`config.mk`:
```
export PLATFORM = sky130hd
export DESIGN_NAME = square_matrix_add_multiply_flat
export DESIGN_NICKNAME = d
export VERILOG_FILES = /design/src/hdl/smam_pkg.sv /design/src/hdl/smam_if.sv /design/src/hdl/smam_ram.sv /design/src/hdl/square_matrix_add_multiply.sv /design/src/flat_wrapper.sv
export VERILOG_INCLUDE_DIRS = /design/src /design/src/hdl
export SDC_FILE = /design/constraint.sdc
export NUM_CORES = 1
export LEC_CHECK = 0
export BUFFER_PORTS_ARGS = -buffer_cell sky130_fd_sc_hd__buf_4
export CELL_PAD_IN_SITES_DETAIL_PLACEMENT = 1
export CELL_PAD_IN_SITES_GLOBAL_PLACEMENT = 1
export CORE_MARGIN = 2
export CORE_UTILIZATION = 55
export CTS_CLUSTER_DIAMETER = 30
export DETAILED_ROUTE_END_ITERATION = 12
export MAX_ROUTING_LAYER = met4
export PLACE_DENSITY = 0.89
export SLEW_MARGIN = 20
export SYNTH_ARGS = -nofsm -noshare
export SYNTH_HDL_FRONTEND = slang
export SYNTH_SLANG_ARGS = --single-unit
```
`constraint.sdc`:
```
create_clock -name clock -period 9.4 [get_ports clock]
set_clock_uncertainty 0.15 [all_clocks]
set_input_delay 0.47 -clock clock [delete_from_list [all_inputs] [get_ports clock]]
set_output_delay 0.47 -clock clock [all_outputs]
set_load 0.02 [all_outputs]
```
`src/hdl/square_matrix_add_multiply_defines.svh`:
```
// Assertion helpers for the matrix add and multiply block.
// Both sample on the rising clock edge and are disabled during reset.
`ifndef SQUARE_MATRIX_ADD_MULTIPLY_DEFINES_SVH
`define SQUARE_MATRIX_ADD_MULTIPLY_DEFINES_SVH

// Consequent must hold in the same cycle as the antecedent.
`define SMAM_ASSERT_NOW(label, ante, cons, msg) \
   label: assert property (@(posedge clock) disable iff (reset) (ante) |-> (cons)) \
      else $error(msg);

// Consequent must hold in the cycle after the antecedent.
`define SMAM_ASSERT_NEXT(label, ante, cons, msg) \
   label: assert property (@(posedge clock) disable iff (reset) (ante) |=> (cons)) \
      else $error(msg);

`endif

```
`src/hdl/smam_pkg.sv`:
```
package smam_pkg;

   localparam int DIM     = 3;
   localparam int DEPTH   = DIM * DIM;
   localparam int ADDR_W  = (DEPTH > 1) ? $clog2(DEPTH) : 1;
   localparam int IDX_W   = (DIM > 1) ? $clog2(DIM) : 1;
   localparam int K_W     = $clog2(DIM + 1);

   localparam int ROW_W   = 3;
   localparam int VALUE_W = 16;
   localparam int SUM_W   = 17;
   localparam int MUL_W   = 32;
   localparam int PROD_W  = 35;

   // flat row-major address of one matrix element
   function automatic logic [ADDR_W-1:0] addr_of(input logic [ROW_W-1:0] row,
                                                 input logic [ROW_W-1:0] col);
      int flat;
      flat = int'(row) * DIM + int'(col);
      return ADDR_W'(flat);
   endfunction

   function automatic logic in_range(input logic [ROW_W-1:0] row,
                                     input logic [ROW_W-1:0] col);
      return (int'(row) < DIM) && (int'(col) < DIM);
   endfunction

endpackage

```
`src/hdl/smam_if.sv`:
```
interface smam_req_if import smam_pkg::*; ();
   logic                      valid;
   logic                      ready;
   logic                      op;
   logic [ROW_W-1:0]          row;
   logic [ROW_W-1:0]          col;
   logic signed [VALUE_W-1:0] value;
   logic                      go;

   modport source (output valid, op, row, col, value, go, input ready);
   modport sink   (input valid, op, row, col, value, go, output ready);
endinterface

interface smam_rsp_if import smam_pkg::*; ();
   logic                     valid;
   logic                     ready;
   logic [ROW_W-1:0]         out_row;
   logic [ROW_W-1:0]         out_col;
   logic signed [SUM_W-1:0]  sum_entry;
   logic signed [PROD_W-1:0] product_entry;
   logic                     last;

   modport source (output valid, out_row, out_col, sum_entry, product_entry, last,
                   input ready);
   modport sink   (input valid, out_row, out_col, sum_entry, product_entry, last,
                   output ready);
endinterface

```
`src/hdl/smam_ram.sv`:
```
module smam_ram #(
   parameter int  WIDTH  = 16,
   parameter int  DEPTH  = 9,
   localparam int ADDR_W = (DEPTH > 1) ? $clog2(DEPTH) : 1
) (
   input  logic              clock,
   input  logic              wr_en,
   input  logic [ADDR_W-1:0] wr_addr,
   input  logic [WIDTH-1:0]  wr_data,
   input  logic [ADDR_W-1:0] rd_addr,
   output logic [WIDTH-1:0]  rd_data
);

   logic [WIDTH-1:0] mem_ff [DEPTH];
   logic [WIDTH-1:0] rd_data_ff;

   always_ff @(posedge clock) begin
      if (wr_en) begin
         mem_ff[wr_addr] <= wr_data;
      end
      rd_data_ff <= mem_ff[rd_addr];
   end

   assign rd_data = rd_data_ff;

endmodule

```
`src/hdl/square_matrix_add_multiply.sv`:
```
// Load words are taken whenever ready is high; ready is high whenever no run is in progress.
// A go word starts a run of DIM*DIM results in row-major order; each entry steps through
// the run, wait and send states, and the next entry starts only once the output accepts it.
// Entries are computed one at a time by the single shared multiply-accumulate unit fed
// from one read port on each matrix RAM. Synchronous active-high reset returns
// the sequencer to idle; matrix contents are not cleared.
`include "square_matrix_add_multiply_defines.svh"

module square_matrix_add_multiply import smam_pkg::*; (
   input  logic       clock,
   input  logic       reset,
   smam_req_if.sink   req_chan,
   smam_rsp_if.source rsp_chan
);

   typedef enum logic [3:0] {
      ST_IDLE = 4'b0001,
      ST_RUN  = 4'b0010,
      ST_WAIT = 4'b0100,
      ST_SEND = 4'b1000
   } state_type;

   state_type state_ff, state_in;
   logic [IDX_W-1:0] r_ff, r_in;
   logic [IDX_W-1:0] c_ff, c_in;
   logic [K_W-1:0]   k_ff, k_in;

   logic s1_valid_ff, s1_valid_in;
   logic s1_sum_ff, s1_sum_in;
   logic s2_valid_ff, s2_valid_in;
   logic done_ff, done_in;

   logic signed [MUL_W-1:0]  prod_ff, prod_in;
   logic signed [PROD_W-1:0] acc_ff, acc_in;
   logic signed [SUM_W-1:0]  sum_ff, sum_in;

   logic                      req_accept, rsp_accept, go_accept;
   logic                      k_is_sum, last_entry, acc_clear;
   logic [ADDR_W-1:0]         wr_addr, a_rd_addr, b_rd_addr;
   logic                      a_wr_en, b_wr_en;
   logic signed [VALUE_W-1:0] a_rd, b_rd;

   assign req_accept = req_chan.valid && req_chan.ready;
   assign rsp_accept = rsp_chan.valid && rsp_chan.ready;
   assign go_accept  = req_accept && req_chan.go;
   assign k_is_sum   = (k_ff == K_W'(DIM));
   assign last_entry = (r_ff == IDX_W'(DIM - 1)) && (c_ff == IDX_W'(DIM - 1));

   // element stores
   assign wr_addr = addr_of(req_chan.row, req_chan.col);
   assign a_wr_en = req_accept && !req_chan.op && in_range(req_chan.row, req_chan.col);
   assign b_wr_en = req_accept && req_chan.op && in_range(req_chan.row, req_chan.col);

   // walk A along the row and B down the column, then fetch the pair for the sum
   always_comb begin
      if (k_is_sum) begin
         a_rd_addr = addr_of(ROW_W'(r_ff), ROW_W'(c_ff));
         b_rd_addr = addr_of(ROW_W'(r_ff), ROW_W'(c_ff));
      end else begin
         a_rd_addr = addr_of(ROW_W'(r_ff), ROW_W'(k_ff));
         b_rd_addr = addr_of(ROW_W'(k_ff), ROW_W'(c_ff));
      end
   end

   smam_ram #(.WIDTH(VALUE_W), .DEPTH(DEPTH)) u_ram_a (
      .clock   (clock),
      .wr_en   (a_wr_en),
      .wr_addr (wr_addr),
      .wr_data (req_chan.value),
      .rd_addr (a_rd_addr),
      .rd_data (a_rd)
   );

   smam_ram #(.WIDTH(VALUE_W), .DEPTH(DEPTH)) u_ram_b (
      .clock   (clock),
      .wr_en   (b_wr_en),
      .wr_addr (wr_addr),
      .wr_data (req_chan.value),
      .rd_addr (b_rd_addr),
      .rd_data (b_rd)
   );

   // sequencer
   always_comb begin
      state_in = state_ff;
      r_in     = r_ff;
      c_in     = c_ff;
      k_in     = k_ff;
      case (state_ff)
         ST_IDLE: begin
            if (go_accept) begin
               state_in = ST_RUN;
               r_in     = '0;
               c_in     = '0;
               k_in     = '0;
            end
         end
         ST_RUN: begin
            k_in = k_ff + K_W'(1);
            if (k_is_sum) begin
               state_in = ST_WAIT;
            end
         end
         ST_WAIT: begin
            if (done_ff) begin
               state_in = ST_SEND;
            end
         end
         ST_SEND: begin
            if (rsp_accept) begin
               if (last_entry) begin
                  state_in = ST_IDLE;
               end else begin
                  state_in = ST_RUN;
                  k_in     = '0;
                  if (c_ff == IDX_W'(DIM - 1)) begin
                     c_in = '0;
                     r_in = r_ff + IDX_W'(1);
                  end else begin
                     c_in = c_ff + IDX_W'(1);
                  end
               end
            end
         end
         default: begin
            state_in = ST_IDLE;
         end
      endcase
   end

   // shared multiply-accumulate pipeline: read, multiply, accumulate
   assign acc_clear   = (state_ff != ST_RUN) && (state_in == ST_RUN);
   assign s1_valid_in = (state_ff == ST_RUN);
   assign s1_sum_in   = k_is_sum;
   assign s2_valid_in = s1_valid_ff && !s1_sum_ff;
   assign done_in     = s1_valid_ff && s1_sum_ff;
   assign prod_in     = a_rd * b_rd;
   assign sum_in      = (s1_valid_ff && s1_sum_ff) ? (SUM_W'(a_rd) + SUM_W'(b_rd)) : sum_ff;

   always_comb begin
      if (acc_clear) begin
         acc_in = '0;
      end else if (s2_valid_ff) begin
         acc_in = acc_ff + PROD_W'(prod_ff);
      end else begin
         acc_in = acc_ff;
      end
   end

   always_ff @(posedge clock) begin
      if (reset) begin
         state_ff    <= ST_IDLE;
         r_ff        <= '0;
         c_ff        <= '0;
         k_ff        <= '0;
         s1_valid_ff <= 1'b0;
         s2_valid_ff <= 1'b0;
         done_ff     <= 1'b0;
      end else begin
         state_ff    <= state_in;
         r_ff        <= r_in;
         c_ff        <= c_in;
         k_ff        <= k_in;
         s1_valid_ff <= s1_valid_in;
         s2_valid_ff <= s2_valid_in;
         done_ff     <= done_in;
      end
   end

   always_ff @(posedge clock) begin
      s1_sum_ff <= s1_sum_in;
      prod_ff   <= prod_in;
      acc_ff    <= acc_in;
      sum_ff    <= sum_in;
   end

   // outputs
   assign req_chan.ready         = (state_ff == ST_IDLE);
   assign rsp_chan.valid         = (state_ff == ST_SEND);
   assign rsp_chan.out_row       = ROW_W'(r_ff);
   assign rsp_chan.out_col       = ROW_W'(c_ff);
   assign rsp_chan.sum_entry     = sum_ff;
   assign rsp_chan.product_entry = acc_ff;
   assign rsp_chan.last          = last_entry;

   `SMAM_ASSERT_NOW(a_no_overlap, 1'b1, !(req_chan.ready && rsp_chan.valid), "ready during a run")
   `SMAM_ASSERT_NEXT(a_go_starts, go_accept, state_ff == ST_RUN && k_ff == '0, "run did not start")
   `SMAM_ASSERT_NEXT(a_last_idle, rsp_accept && last_entry, req_chan.ready, "not idle after last")
   `SMAM_ASSERT_NOW(a_send_done, rsp_chan.valid, !s1_valid_ff && !s2_valid_ff, "pipe not empty")

endmodule

```
`src/flat_wrapper.sv`:
```
// flat-port wrapper written by rule: the top's interface ports become plain ports
module square_matrix_add_multiply_flat import smam_pkg::*;
  (clock, reset, req_chan_valid, req_chan_op, req_chan_row, req_chan_col, req_chan_value, req_chan_go, req_chan_ready, rsp_chan_valid, rsp_chan_out_row, rsp_chan_out_col, rsp_chan_sum_entry, rsp_chan_product_entry, rsp_chan_last, rsp_chan_ready);
  smam_req_if req_chan_i ();
  smam_rsp_if rsp_chan_i ();
  input  logic clock;
  input  logic reset;
  input wire logic [$bits(req_chan_i.valid)-1:0] req_chan_valid;
  input wire logic [$bits(req_chan_i.op)-1:0] req_chan_op;
  input wire logic [$bits(req_chan_i.row)-1:0] req_chan_row;
  input wire logic [$bits(req_chan_i.col)-1:0] req_chan_col;
  input wire logic [$bits(req_chan_i.value)-1:0] req_chan_value;
  input wire logic [$bits(req_chan_i.go)-1:0] req_chan_go;
  output wire logic [$bits(req_chan_i.ready)-1:0] req_chan_ready;
  output wire logic [$bits(rsp_chan_i.valid)-1:0] rsp_chan_valid;
  output wire logic [$bits(rsp_chan_i.out_row)-1:0] rsp_chan_out_row;
  output wire logic [$bits(rsp_chan_i.out_col)-1:0] rsp_chan_out_col;
  output wire logic [$bits(rsp_chan_i.sum_entry)-1:0] rsp_chan_sum_entry;
  output wire logic [$bits(rsp_chan_i.product_entry)-1:0] rsp_chan_product_entry;
  output wire logic [$bits(rsp_chan_i.last)-1:0] rsp_chan_last;
  input wire logic [$bits(rsp_chan_i.ready)-1:0] rsp_chan_ready;
  assign req_chan_i.valid = req_chan_valid;
  assign req_chan_i.op = req_chan_op;
  assign req_chan_i.row = req_chan_row;
  assign req_chan_i.col = req_chan_col;
  assign req_chan_i.value = req_chan_value;
  assign req_chan_i.go = req_chan_go;
  assign req_chan_ready = req_chan_i.ready;
  assign rsp_chan_valid = rsp_chan_i.valid;
  assign rsp_chan_out_row = rsp_chan_i.out_row;
  assign rsp_chan_out_col = rsp_chan_i.out_col;
  assign rsp_chan_sum_entry = rsp_chan_i.sum_entry;
  assign rsp_chan_product_entry = rsp_chan_i.product_entry;
  assign rsp_chan_last = rsp_chan_i.last;
  assign rsp_chan_i.ready = rsp_chan_ready;
  square_matrix_add_multiply u_core (.clock(clock), .reset(reset), .req_chan(req_chan_i), .rsp_chan(rsp_chan_i));
endmodule
```
---- After elaboration in Yosys (flattened, before gate mapping) ----
Memory sizes are Yosys's and may differ from the RTL's. A register that Yosys moved wholly into a read port is not among the register bits.
Cells that the tools add are included.
cells by class
  add/sub/neg operators ................... 9
  $mul .................................... 4
  magnitude comparators ................... 2
  equal/unequal tests ..................... 13
  multiplexer cells ....................... 24
  reductions and logical operators ........ 19
operator list
  kind                                                        number
  adder 35 x 32 -> 35 bit                                     1
  multiplier 16 x 16 -> 32 bit                                1
  two-way mux 4 bit                                           6
  two-way mux 2 bit                                           10
  adder 16 x 16 -> 17 bit                                     1
  case mux 4 bit (4 select lines)                             1
  adder 4 x 3 -> 4 bit                                        3
  logical AND 1 bit                                           12
  equality test 4 x 2 -> 1 bit, second input constant         2
  multiplier 2 x 2 -> 4 bit, second input constant            2
  inequality test 2 bit, second input constant                4
  case mux 2 bit (2 select lines)                             2
  AND reduction 4 bit                                         2
  adder 2 x 1 -> 2 bit, second input constant                 3
  equality test 2 bit, second input constant                  3
  less-than comparator 3 x 2 -> 1 bit, second input constant  2
  case mux 2 bit (3 select lines)                             1
  AND reduction 5 bit                                         1
  adder 4 bit                                                 1
  equality test 4 x 1 -> 1 bit, second input constant         1
  equality test 4 x 3 -> 1 bit, second input constant         1
  equality test 4 bit, second input constant                  1
  multiplier 3 x 2 -> 4 bit, second input constant            1
  two-way mux 1 bit                                           4
  other kinds (4)                                             5
storage, ports and cells
  register bits ........................... 98
  RAM bits ................................ 288
  input bits .............................. 28
  output and inout port bits .............. 61
  logic and storage cells ................. 84
  memories kept ........................... 2
memory list
  name                   depth  bits a word  read ports  clocked after Yosys merged registers in  write ports  line            RTL
  u_core.u_ram_a.mem_ff  9      16           1           1                                        1            smam_ram.sv:14  logic [WIDTH-1:0] mem_ff [DEPTH];
  u_core.u_ram_b.mem_ff  9      16           1           1                                        1            smam_ram.sv:14

---- Longest topological paths before layout ----
Gate-level depths: netlist of the first run.
  depth after elaboration ................. 7
  depth in mapped cells ................... 25
  depth with buffers taken out ............ 24

---- Hierarchy ----
Synthesis of the first run repeated with hierarchy kept, for this count alone.
unflattened totals
  cells, all modules ...................... 2364
  area total of the unflattened synthesis .. 27666.5 um^2
by module, submodules not included
  module                      instances  cells an instance  area each (um^2)  seq. area each (um^2)
  square_matrix_add_multiply  1          1718               15620.0           2132.0
  smam_ram                    2          323                6023.3            4644.5

---- Least setup slack after synthesis of the first run ----
OpenSTA, ideal clock, no wires.
  kind .................................... reg-to-reg
  start ................................... register u_core.u_ram_a.rd_data_ff[15], in the netlist u_core.u_ram_a.rd_data[15] (read register of u_core.u_ram_a.mem_ff)
  end ..................................... register u_core.prod_ff[31]
  setup time .............................. 0.072 ns
  arrival time ............................ 6.010 ns
  required time ........................... 9.178 ns
  slack ................................... 3.168 ns
  stages on the path, launching flop included .. 22
  buffers on the path ..................... 2
  clock period less this slack ............ 6.232 ns
  cell sequence ........................... dfxtp_1 clkbuf_1 clkbuf_1 nand2_1 inv_1 fa_1 fa_1 fa_1 fa_1 fa_1 inv_1 fa_1 inv_1 ha_1 and3_1 nand3_1 o22ai_1 a311oi_1 nor3_1 or3_1 a21oi_1 xnor2_1
on the way
  longest elaborated chain between the ends .. 1
RTL lines
  item                          line                               RTL
  from (decl)                   smam_ram.sv:15                     logic [WIDTH-1:0] rd_data_ff;
  multiplier 16 x 16 -> 32 bit  square_matrix_add_multiply.sv:137  assign prod_in = a_rd * b_rd;
  via u_core.prod_in[31]        square_matrix_add_multiply.sv:33   logic signed [MUL_W-1:0] prod_ff, prod_in;
  to (signal assigned)          square_matrix_add_multiply.sv:172  prod_ff <= prod_in;
  to (decl)                     square_matrix_add_multiply.sv:33
The timed path passes the listed nets, and every way through them passes these cells.
A chain may end at the register's enable or synchronous reset.

---- Worst setup path after layout of the first run ----
  start ................................... register u_core.u_ram_a.rd_data_ff[7], in the netlist u_core.u_ram_a.rd_data[7] (read register of u_core.u_ram_a.mem_ff)
  end ..................................... register u_core.prod_ff[31]
Same word-level chain as after synthesis.

==> results.yml, run 1 <==
power:
  power.leakage_nw: 13.40
  power.switching_mw: 2.609
  power_mw: 7.709
  ir_drop_mv: 0.1659
  seqPwrFrac_pct: 27.7
  pwr-share-clk_pct: 39.0
  pwr_density_cell_mw_per_mm2: 245.2
  p_int_mw: 5.100
  p_sw_share_pct: 33.84
  pwr-share-comb_pct: 33.3
setup_path:
  ff2ff_path_depth: 23
  crit_arrival_ns: 7.57
  r2r_start: "u_core.u_ram_a.rd_data[7]$_DFF_P_"
  cp.required_ns: 9.75
  path_buf_inv: 6
  start_kind: "flip-flop"
  cpMaxStageDelayCell: "dfxtp_1"
  worstPathCellList: "ha_1, inv_1, fa_1, inv_1, fa_1, inv_1, fa_1, inv_1, fa_1, fa_1, inv_1, fa_1, inv_1, ha_1, a21oi_1, o21ai_1, a31oi_1, nor2_1, a311oi_1, nor3_1, or3_1, a21oi_1, xnor2_1"
  crit_family: "adder cells"
  worst-path-max-fanout: 16
  worstSetupEndpointType: "flip-flop"
  r2r-end: "u_core.prod_ff[31]$_DFF_P_"
  slowest_delay_ns: 0.74
  setup.worst_path.class: "reg -> reg"
  reg2reg_slack_ns: 2.18
grt:
  grtUsageMet2_pct: 60.14
  use_met3_pct: 5.855
  grt-ovfl-total: 0
  grtUsageMet1_pct: 37.43
  grt_start_max_net_pins: 49
  grt_pass1_wl_mm: 126.1
  busiest_layer: "met2"
  grt_use_total_pct: 34.33
  antenna_found_initial: 3
  grt_pass1_vias: 21427
detailed_routing:
  avgRoutedWirePerCell_um: 26.55
  drt_iter0_drc: 1341
  drc: 0
  ant_nets: 0
  vias: 18342
  firstDrtPassIters: 5
  drt-total-wl_mm: 81.27
  via_per_inst: 5.992
placed_design:
  dp_hpwl_mm: 51.87
  portBuffers: 86
  gp_congestion: 0.9161
synthesis:
  synth_cells: 2212
  yosysWarnings: 0
  synth_edf_count: 305
  netlist_area_sq_mm: 0.02707
  ys_types: 69
  async_reset_ff_share_pct: 0
  synthFlopType: "edfxtp_1"
  ys_ff_latch: 418
  avgSynthCellArea_sq_um: 12.24
  yosysSeqAreaShare_pct: 42.19
timing:
  rsz0062_at_grt: "no"
  fin_crit_ns: 7.220
  setup_tns_ns: 0
  timing_worst_slew_pin_value_ns: 1.183
  max_freq_mhz: 138.5
  period_share_pct: 76.81
  slew_headroom_pct: 21.02
  drv_slew: 0
  final-hold-violation-count: 0
  finalSetupViolations: 0
layout:
  final_cell_mix: "inv_1 (328), edfxtp_1 (305), fa_1 (271), nand2_1 (186), ha_1 (146)"
  fillers: 4658
  final_common_cell: "inv_1"
  area_growth_syn_to_layout_pct: 16.14
  finish.utilization_pct: 64.50
  fin_nets: 2775
  drive_above_1_share_pct: 14.04
floorplanning:
  rows: 81
  io-pin-count: 89
  die_area_sq_mm: 0.05102
  dieWidth_um: 225.9
  coreArea_sq_mm: 0.04875
  start_util_pct: 55.54
  die_h_um: 225.9
cts:
  clk_path_buf_depth: 3
  cts_max_level: 3
  cts_setup_buffers: 0
  clockRootBuffer: "clkbuf_16"
  cts_hold_buf: 2
  cts_tree: "done"
  path_clk_slew_ns: 0.06
  numCtsBuffers: 81
  clkLatencyLatePin_ns: 0.65
  cts_num_sinks: 418
  post_cts_resized: 0
worst_hold_path:
  whs_path_depth: 1
  min_path_type: "in -> reg"
  hp-start: "req_chan_value[10]"
  min_to: "u_core.u_ram_a.mem_ff[7][10]$_DFFE_PP_"
flow_run:
  maxCapViolations: 0
run_status:
  status: "finished clean"
-- cell type report --
type | count | area [sq um] | share of cell area [%]
clock buffer | 91 | 2096 | 6.665
tap | 664 | 830.8 | 2.642
antenna | 3 | 7.507 | 0.02388
sequential | 418 | 11420 | 36.33
clock inverter | 56 | 716.9 | 2.280
inverter | 328 | 1231 | 3.916
timing repair buffer | 104 | 793.3 | 2.523
multi-input combinational | 1397 | 14350 | 45.62
-- flip-flops by register name (all words and copies together) (netlist names) --
register and flops:
u_core.u_ram_b.rd_data 16, u_core.s1_sum_ff 1, u_core.u_ram_b.mem_ff 144, u_core.k_ff 2, u_core.u_ram_a.rd_data 16, u_core.c_ff 2
u_core.done_ff 1, u_core.u_ram_a.mem_ff 144, u_core.s1_valid_ff 1, u_core.r_ff 2, u_core.prod_ff 32, u_core.state_ff 4
u_core.rsp_chan.sum_entry 17, u_core.s2_valid_ff 1, u_core.rsp_chan.product_entry 35
-- power by group through the flow --
| stage | logic [mW] | clock network [mW] | registers [mW] |
|---|---|---|---|
| final | 2.57 | 3.01 | 2.13 |
| after global routing | 2.89 | 3.10 | 2.14 |
| after CTS | 2.57 | 3.03 | 2.13 |
| after detailed placement | 2.53 | 0 | 2.17 |
| after global placement | 2.34 | 0 | 2.16 |
| after floorplan | 1.93 | 0 | 2.15 |
-- cell usage after synthesis (all sizes together), types with 12 or more instances --
library cell / instances / area (sq um)
nand3: 20 / 100.1
fa: 271 / 5425
a21oi: 74 / 374.1
buf: 12 / 60.05
nor3: 24 / 120.1
xor2: 19 / 166.4
nor2: 89 / 334.1
clkbuf: 58 / 217.7
o21ai: 70 / 350.3
nand2: 186 / 698.2
mux2i: 58 / 580.6
nand2b: 23 / 143.9
a21o: 32 / 240.2
dfxtp: 113 / 2262
edfxtp: 305 / 9159
mux4: 64 / 1441
and2: 119 / 745.7
xnor2: 60 / 525.5
ha: 146 / 1827
inv: 328 / 1231
-- cell families (layout without fill, tap and decap cells) --
kind of cell,Yosys count,count (layout),share of synthesized area (%)
buffers and inverters,398,579,5.574
XOR/XNOR,79,79,2.556
AO/OA/AOI/OAI,260,260,6.100
flip-flops,418,418,42.19
other,1,5,0.01385
multiplexers,123,123,7.510
adder cells (fa/ha/maj),417,417,26.79
AND/OR/NAND/NOR,516,516,9.275
-- through the flow --
step	worst slack, ns	hold slack, ns	instances	area (sq um)
3_3_place_gp	2.675	0.2748	2908	28550
2_1_floorplan	3.168	0.2549	2213	27080
4_1_cts	2.282	0.006555	3057	31390
3_5_place_dp	2.392	0.2945	2908	28550
6_report	2.180	0.02616	3061	31440
5_1_grt	1.941	0.02726	3061	31440
-- layer usage --
layer	vias to the layer above	share of wire (%)
met2	853	53
met5	-	0
met4	0	5.2
li1	7737	-
met3	309	5.9
met1	9443	36
-- how the worst max path moves through the flow --
stage,start,endpoint,depth (start not counted)
2_1_floorplan,u_core.u_ram_a.rd_data[15]$_DFF_P_,u_core.prod_ff[31]$_DFF_P_,21
3_3_place_gp,u_core.u_ram_a.rd_data[7]$_DFF_P_,u_core.prod_ff[31]$_DFF_P_,23
3_5_place_dp,u_core.u_ram_a.rd_data[7]$_DFF_P_,u_core.prod_ff[31]$_DFF_P_,23
4_1_cts,u_core.u_ram_a.rd_data[7]$_DFF_P_,u_core.prod_ff[31]$_DFF_P_,23
5_1_grt,u_core.u_ram_a.rd_data[7]$_DFF_P_,u_core.prod_ff[31]$_DFF_P_,23
6_report,u_core.u_ram_a.rd_data[7]$_DFF_P_,u_core.prod_ff[31]$_DFF_P_,23
No activity file was read; power rests on OpenSTA's default activity.
==> inputs of run 2 (changes only) <==
Settings changed: CORE_UTILIZATION 55 to 52, PLACE_DENSITY 0.89 to 0.85.
Clock period 9.4 ns to 6.9 ns, I/O delays scaled along.
==> results.yml, run 2 (synthesis gave the netlist of run 1 again) <==
setup_path:
  setup.worst_path.class: "reg -> reg"
  ff2ff_path_depth: 24
  start_kind: "flip-flop"
  worst-path-max-fanout: 4
  worstSetupEndpointType: "flip-flop"
  crit_arrival_ns: 7.02
  r2r_start: "u_core.u_ram_b.rd_data[7]$_DFF_P_"
  cp.required_ns: 7.26
  reg2reg_slack_ns: 0.24
  crit_path_start: "u_core.u_ram_b.rd_data[7]$_DFF_P_"
  r2r-end: "u_core.prod_ff[30]$_DFF_P_"
timing:
  slew_headroom_pct: 26.05
  setup_tns_ns: 0
  max_freq_mhz: 150.1
  period_share_pct: 96.58
  timing_worst_slew_pin_value_ns: 1.108
  rsz0062_at_grt: "yes"
  finalSetupViolations: 0
  drv_slew: 0
  final-hold-violation-count: 0
  setup_slack_ns: 0.2360
  fin_crit_ns: 6.664
power:
  ir_drop_mv: 0.4199
  seqPwrFrac_pct: 27.5
  pwr-share-comb_pct: 33.3
  pwr-share-clk_pct: 39.2
  p_int_mw: 7.013
  p_sw_share_pct: 33.59
  power.leakage_nw: 13.59
  power_mw: 10.56
  power.switching_mw: 3.547
  pwr_density_cell_mw_per_mm2: 330.6
placed_design:
  placed_area_sq_mm: 0.02870
  portBuffers: 86
  place_ws_ns: 0.00005063
  gp_congestion: 0.8975
  dp_hpwl_mm: 51.03
grt:
  grt_use_total_pct: 30.62
  grt-ovfl-total: 0
  grt_pass1_wl_mm: 120.4
  grt_start_max_net_pins: 49
  grt_pass1_vias: 20731
  antenna_found_initial: 0
cts:
  clockRootBuffer: "clkbuf_16"
  cts_max_level: 3
  clkLatencyLatePin_ns: 0.66
  cts_tree: "done"
  clk_path_buf_depth: 3
  path_clk_slew_ns: 0.06
  cts_num_sinks: 418
  cts_setup_buffers: 0
  numCtsBuffers: 84
worst_hold_path:
  min_path_type: "in -> reg"
  min_to: "u_core.u_ram_a.mem_ff[8][6]$_DFFE_PP_"
  whs_path_depth: 3
  hp-start: "req_chan_op"
floorplanning:
  die_area_sq_mm: 0.05391
  start_util_pct: 52.67
  io-pin-count: 89
  rows: 83
  dieWidth_um: 232.2
  coreArea_sq_mm: 0.05141
  die_h_um: 232.2
layout:
  area_growth_syn_to_layout_pct: 18.00
  final_cell_mix: "inv_1 (328), edfxtp_1 (305), fa_1 (271), nand2_1 (186), ha_1 (146)"
  final_common_cell: "inv_1"
  diodes: 0
  drive_above_1_share_pct: 15.82
  final_area_sq_mm: 0.03195
  fin_nets: 2813
  finish.utilization_pct: 62.15
detailed_routing:
  avgRoutedWirePerCell_um: 24.85
  drt_iter0_drc: 1198
  firstDrtPassIters: 5
  drc: 0
  via_per_inst: 5.764
  drt-total-wl_mm: 77.55
  ant_nets: 0
  vias: 17985
run_status:
  status: "finished clean"
flow_run:
  maxCapViolations: 0
[run 2: power groups by stage]
| stage | Sequential (mW) | Clock (mW) | Combinational, mW |
|---|---|---|---|
| global placement | 2.94 | 0 | 3.20 |
| CTS | 2.90 | 4.17 | 3.52 |
| global route | 2.91 | 4.28 | 3.98 |
| floorplan | 2.93 | 0 | 2.62 |
| detailed placement | 2.95 | 0 | 3.43 |
| finish | 2.90 | 4.14 | 3.52 |
[run 2: what timing repair did]
item / 4_1_cts / 5_1_grt
hold endpoints to repair: 301 / 0
hold buffers: 20 / 0
resized for setup: 3 / 18
endpoints found under the setup margin: 1 / 5
pin swaps: 0 / 0
[run 2: stage by stage]
step / hold WS, ns / std cells
after CTS: 0.1081 / 3117
final: 0.1211 / 3120
after global placement: 0.2749 / 2939
after detailed placement: 0.2863 / 2939
after floorplan: 0.2549 / 2213
after global routing: 0.1152 / 3120
[run 2: worst max path at each step]
stage / endpoint / slack (ns) / depth (start not counted)
after global routing: u_core.prod_ff[31]$_DFF_P_ / -0.005 / 20
after floorplan: u_core.prod_ff[31]$_DFF_P_ / 0.67 / 21
after CTS: u_core.prod_ff[31]$_DFF_P_ / 0.003 / 19
final: u_core.prod_ff[30]$_DFF_P_ / 0.24 / 24
after global placement: u_core.prod_ff[31]$_DFF_P_ / 0.29 / 19
after detailed placement: u_core.prod_ff[31]$_DFF_P_ / 0.00005 / 19
[run 2: final cells by class]
class                      count  area [sq um]
multi-input combinational   1397         14380
timing repair buffer         139          1116
sequential                   418         11450
fill                        5021         19460
inverter                     328          1231
clock buffer                 104          2290
clock inverter                54         633.1
tap                          680         850.8
[run 2: critical path: stages, from the launching register on]
cell      delay, ns
dfxtp_1        0.36
ha_1           0.27
inv_1          0.09
fa_1           0.55
inv_1          0.07
fa_1           0.52
inv_1          0.07
fa_1           0.55
inv_1          0.06
fa_1           0.48
fa_1           0.50
inv_1          0.05
fa_1           0.47
inv_1          0.04
ha_1           0.36
nand2_1        0.10
nor2_1         0.16
and3_1         0.17
a211oi_1       0.10
a22oi_1        0.33
a41oi_1        0.23
a31o_2         0.30
o21ai_1        0.22
mux2i_1        0.21
nand3_1        0.09
[run 2: metal layers]
| metal | vias to the layer above | track usage, % | share of wire [%] |
|---|---|---|---|
| met3 | 213 | 5.427 | 5.6 |
| met5 | - | - | 0 |
| met1 | 9295 | 34.14 | 38 |
| met4 | 0 | 13.24 | 3.7 |
| li1 | 7828 | - | - |
| met2 | 649 | 53.84 | 53 |
==> inputs of run 3 (changes only) <==
Settings changed: PLACE_DENSITY 0.85 to not set, PLACE_DENSITY_LB_ADDON set to 0.3.
==> results.yml, run 3 (synthesis gave the netlist of run 1 again) <==
floorplanning:
  dieWidth_um: 232.2
  coreArea_sq_mm: 0.05141
  io-pin-count: 89
  die_h_um: 232.2
  die_area_sq_mm: 0.05391
  rows: 83
  start_util_pct: 52.67
timing:
  rsz0062_at_grt: "no"
  setup_slack_ns: 0.2657
  max_freq_mhz: 150.7
  slew_headroom_pct: 21.48
  timing_worst_slew_pin_value_ns: 1.174
  final-hold-violation-count: 0
  setup_tns_ns: 0
  drv_slew: 0
  finalSetupViolations: 0
  period_share_pct: 96.15
  fin_crit_ns: 6.634
setup_path:
  crit_arrival_ns: 7.03
  start_kind: "flip-flop"
  setup.worst_path.class: "reg -> reg"
  cp.required_ns: 7.29
  worst-path-max-fanout: 9
  worstSetupEndpointType: "flip-flop"
layout:
  fin_nets: 2824
  multi_input_area_sq_mm: 0.01436
  seqCellArea_sq_mm: 0.01144
  final_cell_mix: "inv_1 (328), edfxtp_1 (305), fa_1 (271), nand2_1 (186), ha_1 (146)"
  fillers: 5027
  final_common_cell: "inv_1"
  diodes: 0
  drive_above_1_share_pct: 15.57
  final_area_sq_mm: 0.03204
  area_growth_syn_to_layout_pct: 18.35
grt:
  grt_start_max_net_pins: 49
  grt-ovfl-total: 0
  grt_use_total_pct: 29.73
  grt_pass1_wl_mm: 117.4
  grt_pass1_vias: 20477
  antenna_found_initial: 0
cts:
  cts_max_level: 3
  numCtsBuffers: 89
  clockRootBuffer: "clkbuf_16"
  path_clk_slew_ns: 0.05
  cts_setup_buffers: 0
  clk_path_buf_depth: 3
  cts_num_sinks: 418
  cts_tree: "done"
  clkLatencyLatePin_ns: 0.65
detailed_routing:
  drt_iter0_drc: 1169
  via_per_inst: 5.706
  firstDrtPassIters: 5
  vias: 17883
  drc: 0
  drt-total-wl_mm: 74.83
  avgRoutedWirePerCell_um: 23.88
  ant_nets: 0
power:
  seqPwrFrac_pct: 27.4
  power_mw: 10.62
  pwr-share-comb_pct: 33.0
  p_int_mw: 7.089
  power.leakage_nw: 13.68
  p_sw_share_pct: 33.22
  ir_drop_mv: 0.2562
  pwr_density_cell_mw_per_mm2: 331.3
  pwr-share-clk_pct: 39.7
  power.switching_mw: 3.526
placed_design:
  placed_area_sq_mm: 0.02874
  dp_hpwl_mm: 51.12
  place_ws_ns: 0.1576
  portBuffers: 86
  gp_congestion: 0.8918
worst_hold_path:
  min_path_type: "in -> reg"
run_status:
  status: "finished clean"
flow_run:
  maxCapViolations: 0
-- run 3: changes by cell type in the layout (fill, tap and decap cells not counted), sizes merged --
cell | before | now
clkinv | 26 | 47
clkinvlp | 14 | 4
bufinv | 7 | 8
inv | 335 | 333
clkbuf | 104 | 102
buf | 119 | 125
-- run 3: worst max-delay path, stage by stage (launching register included) --
cell      delay (ns)
dfxtp_1         0.58
inv_1           0.23
buf_4           0.25
nor2_1          0.22
fa_1            0.47
fa_1            0.51
fa_1            0.44
fa_1            0.49
fa_1            0.50
inv_1           0.05
fa_1            0.50
inv_1           0.06
ha_1            0.33
nor2b_1         0.17
o21a_1          0.19
nor2_1          0.10
o22ai_1         0.09
a311oi_2        0.39
nor3_1          0.12
or3_1           0.36
a21oi_1         0.17
xnor2_1         0.15
-- run 3: area by class of cell --
| class | instances | share of cell area (%) |
|---|---|---|
| multi-input combinational | 1397 | 44.83 |
| tap | 680 | 2.655 |
| sequential | 418 | 35.72 |
| timing repair buffer | 145 | 3.600 |
| clock inverter | 64 | 2.163 |
| clock buffer | 102 | 7.197 |
| inverter | 328 | 3.843 |
-- run 3: routing by layer --
metal	vias to the layer above	GRT usage, %	part of all wire [%]
met3	197	4.826	5.6
met4	0	12.70	3.9
li1	7842	-	-
met1	9186	34.30	39
met5	-	-	0
met2	658	51.39	52
-- run 3: what timing repair did --
item	4_1_cts	5_1_grt
hold buffers	20	0
gates resized for setup	0	19
setup endpoints to repair	0	4
hold endpoints to repair	301	0
-- run 3: power by group through the flow --
stage	logic, mW	clock network (mW)	registers (mW)
floorplan	2.62	0	2.93
global placement	3.24	0	2.95
detailed placement	3.44	0	2.95
CTS	3.49	4.24	2.91
global route	3.96	4.38	2.91
finish	3.50	4.21	2.90
-- run 3: worst paths after layout --
path | startpoint | endpoint | slack (ns) | cells after the start
worst max-delay path | u_core.u_ram_b.rd_data[15]$_DFF_P_ | u_core.prod_ff[31]$_DFF_P_ | 0.27 | 21
worst min-delay path | req_chan_op | u_core.u_ram_a.mem_ff[8][11]$_DFFE_PP_ | 0.16 | 3
worst max register to register | u_core.u_ram_b.rd_data[15]$_DFF_P_ | u_core.prod_ff[31]$_DFF_P_ | 0.27 | 21
worst min register to register | u_core.u_ram_b.mem_ff[8][10]$_DFFE_PP_ | u_core.u_ram_b.rd_data[10]$_DFF_P_ | 0.30 | 2
-- run 3: metrics by stage --
step	hold slack [ns]	std cells	util, %
floorplan	0.2549	2213	-
global placement	0.2737	2946	55.92
detailed placement	0.2959	2946	55.92
CTS	0.1158	3132	62.14
global route	0.1358	3134	62.33
finish	0.1562	3134	62.33
